File: config.mk
export PLATFORM = sky130hd
export DESIGN_NAME = sha256_stream_hasher_unit
export DESIGN_NICKNAME = d
export VERILOG_FILES = /design/src/hw/rtl/ssh_pkg.sv /design/src/hw/rtl/sha256_stream_hasher_unit.sv
export SDC_FILE = /design/constraint.sdc
export NUM_CORES = 2
export LEC_CHECK = 0
export BUFFER_PORTS_ARGS = -buffer_cell sky130_fd_sc_hd__buf_2
export CAP_MARGIN = 15
export CORE_MARGIN = 10
export CORE_UTILIZATION = 45
export DETAILED_ROUTE_END_ITERATION = 7
export PLACE_DENSITY = 0.72
export SYNTH_ARGS = -nofsm -noshare
export SYNTH_HDL_FRONTEND = slang
export SYNTH_SLANG_ARGS = --single-unit
export TNS_END_PERCENT = 100
File: constraint.sdc
create_clock -name clk -period 19.4 [get_ports clk]
set_input_delay 3.88 -clock clk [delete_from_list [all_inputs] [get_ports clk]]
set_output_delay 3.88 -clock clk [all_outputs]
set_load 0.05 [all_outputs]
File: src/hw/rtl/ssh_pkg.sv
// ============================================================================
// ssh_pkg
// Shared constants and word functions for the SHA-256 stream hasher:
// initial hash values, round constants and the sigma functions.
// ============================================================================
package ssh_pkg;

    typedef logic [31:0] word_t;

    localparam int unsigned NumRounds = 64;
    localparam int unsigned NumHash   = 8;
    localparam logic [7:0]  PadMark   = 8'h80;

    // Initial chaining value H0..H7
    localparam word_t INIT_HASH [NumHash] = '{
        32'h6a09e667, 32'hbb67ae85, 32'h3c6ef372, 32'ha54ff53a,
        32'h510e527f, 32'h9b05688c, 32'h1f83d9ab, 32'h5be0cd19
    };

    // Round constants K0..K63
    localparam word_t ROUND_K [NumRounds] = '{
        32'h428a2f98, 32'h71374491, 32'hb5c0fbcf, 32'he9b5dba5,
        32'h3956c25b, 32'h59f111f1, 32'h923f82a4, 32'hab1c5ed5,
        32'hd807aa98, 32'h12835b01, 32'h243185be, 32'h550c7dc3,
        32'h72be5d74, 32'h80deb1fe, 32'h9bdc06a7, 32'hc19bf174,
        32'he49b69c1, 32'hefbe4786, 32'h0fc19dc6, 32'h240ca1cc,
        32'h2de92c6f, 32'h4a7484aa, 32'h5cb0a9dc, 32'h76f988da,
        32'h983e5152, 32'ha831c66d, 32'hb00327c8, 32'hbf597fc7,
        32'hc6e00bf3, 32'hd5a79147, 32'h06ca6351, 32'h14292967,
        32'h27b70a85, 32'h2e1b2138, 32'h4d2c6dfc, 32'h53380d13,
        32'h650a7354, 32'h766a0abb, 32'h81c2c92e, 32'h92722c85,
        32'ha2bfe8a1, 32'ha81a664b, 32'hc24b8b70, 32'hc76c51a3,
        32'hd192e819, 32'hd6990624, 32'hf40e3585, 32'h106aa070,
        32'h19a4c116, 32'h1e376c08, 32'h2748774c, 32'h34b0bcb5,
        32'h391c0cb3, 32'h4ed8aa4a, 32'h5b9cca4f, 32'h682e6ff3,
        32'h748f82ee, 32'h78a5636f, 32'h84c87814, 32'h8cc70208,
        32'h90befffa, 32'ha4506ceb, 32'hbef9a3f7, 32'hc67178f2
    };

    function automatic word_t rotr(input word_t x, input int unsigned n);
        return (x >> n) | (x << (32 - n));
    endfunction

    function automatic word_t big_sigma0(input word_t x);
        return rotr(x, 2) ^ rotr(x, 13) ^ rotr(x, 22);
    endfunction

    function automatic word_t big_sigma1(input word_t x);
        return rotr(x, 6) ^ rotr(x, 11) ^ rotr(x, 25);
    endfunction

    function automatic word_t small_sigma0(input word_t x);
        return rotr(x, 7) ^ rotr(x, 18) ^ (x >> 3);
    endfunction

    function automatic word_t small_sigma1(input word_t x);
        return rotr(x, 17) ^ rotr(x, 19) ^ (x >> 10);
    endfunction

endpackage

File: src/hw/rtl/sha256_stream_hasher_unit.sv
// ============================================================================
// sha256_stream_hasher_unit
// SHA-256 over a byte stream: block packing, one round per cycle,
// padding sequencer and an eight-beat digest output.
// ============================================================================
// Use:
//   Input channel (in_valid/in_ready) takes one beat per item: data_byte,
//   byte_present and end_of_message. in_ready is high only while the unit
//   is idle. A beat with a byte is absorbed in the cycle it is accepted.
//   The 64th byte of a block starts a compression (load, 64 rounds on the
//   single round unit, fold into the chaining state); in_ready stays low
//   until it is done, so no byte is taken meanwhile.
//   On end_of_message the sequencer pushes 0x80, zero fill and the 64-bit
//   bit length one byte per cycle, pausing while a block is hashed, and
//   runs one or two compressions. It then presents the digest on the output
//   channel (out_valid/out_ready) as eight beats, H0 first, with word_index
//   and last_word. Each digest word waits in place while out_ready is low.
//   After the eighth beat the unit returns to the initial hash value.
//   Reset (rst_n low) returns it to that state at once; there is no
//   clearing pass.
// ============================================================================
module sha256_stream_hasher_unit
(
    input  logic                clk,
    input  logic                rst_n,
    input  logic                in_valid,
    output logic                in_ready,
    input  logic [7:0]          data_byte,
    input  logic                byte_present,
    input  logic                end_of_message,
    output logic                out_valid,
    input  logic                out_ready,
    output ssh_pkg::word_t      digest_word,
    output logic [2:0]          word_index,
    output logic                last_word
);
    import ssh_pkg::*;

    localparam logic [2:0] ST_IDLE  = 3'd0;
    localparam logic [2:0] ST_PAD   = 3'd1;
    localparam logic [2:0] ST_LOAD  = 3'd2;
    localparam logic [2:0] ST_ROUND = 3'd3;
    localparam logic [2:0] ST_FOLD  = 3'd4;
    localparam logic [2:0] ST_OUT   = 3'd5;

    logic [2:0]             state_reg, state_next;
    logic [5:0]             fill_reg, fill_next;
    logic [60:0]            count_reg, count_next;
    logic [5:0]             round_reg, round_next;
    logic [2:0]             idx_reg, idx_next;
    logic                   pad_reg, pad_next;      // padding under way
    logic                   mark_reg, mark_next;    // 0x80 already pushed
    logic                   len_reg, len_next;      // length bytes under way
    logic                   final_reg, final_next;  // last block queued
    logic [511:0]           blk_reg, blk_next;
    logic [7:0][31:0]       var_reg, var_next;
    logic [7:0][31:0]       hash_reg, hash_next;

    logic                   in_fire, out_fire;
    logic                   push_go;
    logic [7:0]             push_val;
    logic [63:0]            len_shift;
    logic                   len_byte;
    word_t                  w0, w1, w9, w14, w_new;
    word_t                  t1, t2;

    assign in_fire  = in_valid && in_ready;
    assign out_fire = out_valid && out_ready;

    assign in_ready    = (state_reg == ST_IDLE);
    assign out_valid   = (state_reg == ST_OUT);
    assign digest_word = hash_reg[idx_reg];
    assign word_index  = idx_reg;
    assign last_word   = (idx_reg == 3'd7);

    // Schedule window: word k sits at bits 511-32k down
    assign w0  = blk_reg[511:480];
    assign w1  = blk_reg[479:448];
    assign w9  = blk_reg[223:192];
    assign w14 = blk_reg[63:32];
    assign w_new = small_sigma1(w14) + w9 + small_sigma0(w1) + w0;

    // Round unit
    assign t1 = var_reg[7] + big_sigma1(var_reg[4])
              + ((var_reg[4] & var_reg[5]) ^ (~var_reg[4] & var_reg[6]))
              + ROUND_K[round_reg] + w0;
    assign t2 = big_sigma0(var_reg[0])
              + ((var_reg[0] & var_reg[1]) ^ (var_reg[0] & var_reg[2])
                 ^ (var_reg[1] & var_reg[2]));

    // Select the length byte for block positions 56..63
    assign len_shift = {count_reg, 3'b000} << {fill_reg[2:0], 3'b000};
    assign len_byte  = mark_reg && (len_reg || (fill_reg == 6'd56));

    // Pick the byte to push this cycle
    always_comb
    begin
        push_go  = 1'b0;
        push_val = data_byte;
        if (state_reg == ST_IDLE)
        begin
            push_go = in_fire && byte_present;
        end
        else if (state_reg == ST_PAD)
        begin
            push_go = 1'b1;
            if (!mark_reg)
            begin
                push_val = PadMark;
            end
            else if (len_byte)
            begin
                push_val = len_shift[63:56];
            end
            else
            begin
                push_val = 8'h00;
            end
        end
    end

    // Sequencer
    always_comb
    begin
        state_next = state_reg;
        fill_next  = fill_reg;
        count_next = count_reg;
        round_next = round_reg;
        idx_next   = idx_reg;
        pad_next   = pad_reg;
        mark_next  = mark_reg;
        len_next   = len_reg;
        final_next = final_reg;
        blk_next   = blk_reg;
        var_next   = var_reg;
        hash_next  = hash_reg;

        // Absorb one byte into the block
        if (push_go)
        begin
            blk_next  = {blk_reg[503:0], push_val};
            fill_next = fill_reg + 6'd1;
        end

        unique case (state_reg)
            ST_IDLE:
            begin
                if (in_fire)
                begin
                    if (byte_present)
                    begin
                        count_next = count_reg + 61'd1;
                    end
                    if (end_of_message)
                    begin
                        pad_next = 1'b1;
                    end
                    if (byte_present && (fill_reg == 6'd63))
                    begin
                        state_next = ST_LOAD;
                    end
                    else if (end_of_message)
                    begin
                        state_next = ST_PAD;
                    end
                end
            end
            ST_PAD:
            begin
                mark_next = 1'b1;
                if (len_byte)
                begin
                    len_next = 1'b1;
                    if (fill_reg == 6'd63)
                    begin
                        final_next = 1'b1;
                    end
                end
                if (fill_reg == 6'd63)
                begin
                    state_next = ST_LOAD;
                end
            end
            ST_LOAD:
            begin
                var_next   = hash_reg;
                round_next = '0;
                state_next = ST_ROUND;
            end
            ST_ROUND:
            begin
                blk_next   = {blk_reg[479:0], w_new};
                var_next   = {var_reg[6:4], var_reg[3] + t1, var_reg[2:0], t1 + t2};
                round_next = round_reg + 6'd1;
                if (round_reg == 6'd63)
                begin
                    state_next = ST_FOLD;
                end
            end
            ST_FOLD:
            begin
                for (int i = 0; i < NumHash; i++)
                begin
                    hash_next[i] = hash_reg[i] + var_reg[i];
                end
                idx_next = '0;
                if (final_reg)
                begin
                    state_next = ST_OUT;
                end
                else if (pad_reg)
                begin
                    state_next = ST_PAD;
                end
                else
                begin
                    state_next = ST_IDLE;
                end
            end
            ST_OUT:
            begin
                if (out_fire)
                begin
                    idx_next = idx_reg + 3'd1;
                    if (idx_reg == 3'd7)
                    begin
                        // Restart on the initial vector
                        for (int i = 0; i < NumHash; i++)
                        begin
                            hash_next[i] = INIT_HASH[i];
                        end
                        fill_next  = '0;
                        count_next = '0;
                        pad_next   = 1'b0;
                        mark_next  = 1'b0;
                        len_next   = 1'b0;
                        final_next = 1'b0;
                        state_next = ST_IDLE;
                    end
                end
            end
            default:
            begin
                state_next = ST_IDLE;
            end
        endcase
    end

    // Control and chaining state
    always_ff @(posedge clk or negedge rst_n)
    begin
        if (!rst_n)
        begin
            state_reg <= ST_IDLE;
            fill_reg  <= '0;
            count_reg <= '0;
            round_reg <= '0;
            idx_reg   <= '0;
            pad_reg   <= 1'b0;
            mark_reg  <= 1'b0;
            len_reg   <= 1'b0;
            final_reg <= 1'b0;
            for (int i = 0; i < NumHash; i++)
            begin
                hash_reg[i] <= INIT_HASH[i];
            end
        end
        else
        begin
            state_reg <= state_next;
            fill_reg  <= fill_next;
            count_reg <= count_next;
            round_reg <= round_next;
            idx_reg   <= idx_next;
            pad_reg   <= pad_next;
            mark_reg  <= mark_next;
            len_reg   <= len_next;
            final_reg <= final_next;
            hash_reg  <= hash_next;
        end
    end

    // Block window and round variables hold payload only
    always_ff @(posedge clk)
    begin
        blk_reg <= blk_next;
        var_reg <= var_next;
    end

endmodule
==> impl_metrics.ini <==
[floorplanning]
start_util = 0.4531
core_um2 = 167200
pin_count = 52
die_width_um = 430.3
fp-row-count = 150
dieArea_um2 = 185200
chipHeight_um = 430.3

[logic_synthesis]
synth-seq-area-share = 0.4186
synth_top_area_share = 0.3044
ys_types = 93
synth_area_leader_cell = edfxtp_1
synth_warnings = 0
avgSynthCellArea_um2 = 9.135
synth_area_um2 = 75770
synth_edf_count = 768
yosysMostFrequentCell = nand2_1
netlist_top_cells_area = edfxtp_1 (30%), nand2_1 (11%), dfrtp_1 (6.7%)
synthCells = 8295
synthFlopType = edfxtp_1
synth.ff_latch_count = 1107
syn-num-nets = 8906
async_flop_share = 0.3062
synth_common_cells = nand2_1 (2301), edfxtp_1 (768), o21ai_0 (523), inv_1 (481), a21oi_1 (475)

[clock_tree]
path_clk_slew_ps = 60
cts_tree = built
ctsResizeCount = 0
post_cts_buffers = 0
cts_buffer_depth = 3
clock_sinks = 1107
h-tree-depth = 3
clock_latency_ps = 810
cts-root-buf = clkbuf_16
numCtsBuffers = 120
cts_hold_buffers = 0

[timing]
slew_headroom = 0.1615
timing.hold.ws_ps = 511.1
finalHoldViolCount = 0
fin_setup_tns_ps = 0
max_clock_freq_ghz = 0.1034
period_share = 0.4985
rsz0062_at_grt = false
period_minus_slack_ps = 9670
setup_violations = 0
maxSlewViolCount = 0
worst_slew_pin_slew_ps = 1258
skew_ps = 70.31

[setup_path]
worst_setup_path_end_kind = flip-flop
crit_buf_inv = 4
crit_family = compound AO/OA/AOI/OAI gates
max_stage_delay_ps = 720
start_kind = flip-flop
crit_slowest_cell = ha_1
cp.required_ps = 19840
crit_arrival_ps = 10110
crit_type = flip-flop to flip-flop
crit_path_max_fanout = 15
crit_top_cell = a21oi_1

[global_routing]
grt_pass1_wl_um = 359300
track_usage = 0.2490
grt_pass1_vias = 57350
antenna_found_initial = 7
grt_max_degree = 223
grt-ovfl-total = 0

[drt]
ant_nets = 0
firstDrtPassIters = 8
wl_um = 238800
wire_per_inst_um = 22.98
drc_errors = 0
routed-via-count = 60850
vias_per_cell = 5.855
drtIter0Drc = 7887

[outcome]
status = finished clean

[min_path]
hp-class = flip-flop to flip-flop

[final_layout]
largest_reg_flops = 512
final_layout_size_suffix_gt1_frac = 0.07342
syn_to_final_growth_pct = 7.850
finalNetCount = 8690

[run]
cap_violations = 0

[placement]
dp_hpwl_um = 173600
portBuffers = 51
place_congestion = 0.9892
[cell type report]
| cell class | instances | area, um2 |
|---|---|---|
| Clock buffer | 156 | 3241 |
| Tap cell | 2204 | 2758 |
| Fill cell | 15350 | 85500 |
| Clock inverter | 73 | 804.5 |
| Inverter | 487 | 1836 |
| Multi-Input combinational cell | 6266 | 40640 |
| Timing Repair Buffer | 97 | 705.7 |
| Sequential cell | 1107 | 31730 |
| Antenna cell | 2 | 5.005 |
[worst register-to-register path, delay by kind of cell, from the launching register on]
family | cells | cell delay [ps]
adder cells (fa/ha/maj) | 5 | 2380
flip-flops | 1 | 710
buffers and inverters | 4 | 830
AND/OR/NAND/NOR | 5 | 1180
XOR/XNOR | 3 | 570
AO/OA/AOI/OAI | 15 | 3660
[cells by family (layout without fill, tap and decap cells)]
logic type | after synthesis | in the layout | share of synthesized area
fa+ha+maj | 601 | 601 | 0.1186
mux | 169 | 169 | 0.03725
buf+inv | 922 | 813 | 0.04574
compound gates | 1658 | 1658 | 0.1335
other cells | 0 | 2 | 0
xor+xnor | 612 | 612 | 0.07074
flops | 1107 | 1107 | 0.4186
simple gates | 3226 | 3226 | 0.1756
[layout by cell type (no fill, tap or decap), drive strengths merged, types with 197 or more instances in the layout]
master	Yosys	final
a21oi	475	475
dfrtp	203	203
edfxtp	768	768
fa	197	197
ha	400	400
inv	484	487
nand2	2301	2301
nor2	412	412
o21ai	548	548
xnor2	305	305
xor2	307	307
[metal layers]
metal | vias up | share of wire | global-route usage | wire [um]
li1 | 27930 | - | - | -
met1 | 29520 | 0.43 | 0.3606 | 103300
met2 | 2942 | 0.42 | 0.3627 | 101200
met3 | 450 | 0.098 | 0.04905 | 23320
met4 | 8 | 0.046 | 0.1017 | 10940
met5 | - | 0.00021 | 0 | 50
[final timing paths]
kind | from | end | slack, ps | cells after the start
setup / recovery | round_reg[0]$_DFFE_PN0P_ | var_reg[31]$_DFFE_PP_ | 9730 | 32
hold / removal | blk_reg[141]$_DFFE_PP_ | blk_reg[149]$_DFFE_PP_ | 510 | 2
setup reg to reg | round_reg[0]$_DFFE_PN0P_ | var_reg[31]$_DFFE_PP_ | 9730 | 32
hold reg to reg | blk_reg[141]$_DFFE_PP_ | blk_reg[149]$_DFFE_PP_ | 510 | 2
max in group asynchronous | rst_n | round_reg[3]$_DFFE_PN0P_ | 13770 | 3
min in group asynchronous | rst_n | hash_reg[33]$_DFFE_PN0P_ | 3160 | 1
[per-stage QoR]
step	instances	setup WS, ps	area [um2]	util
6_report	10390	9730	81720	0.4887
5_1_grt	10390	9234	81710	0.4887
4_1_cts	10390	9940	81700	0.4886
3_5_place_dp	10160	10080	77660	0.4644
3_3_place_gp	10160	10200	77660	0.4644
2_1_floorplan	8295	3201	75770	-
Power is not shown: default switching activity piles up to over one toggle a cycle in this logic, so the estimate is an artifact.
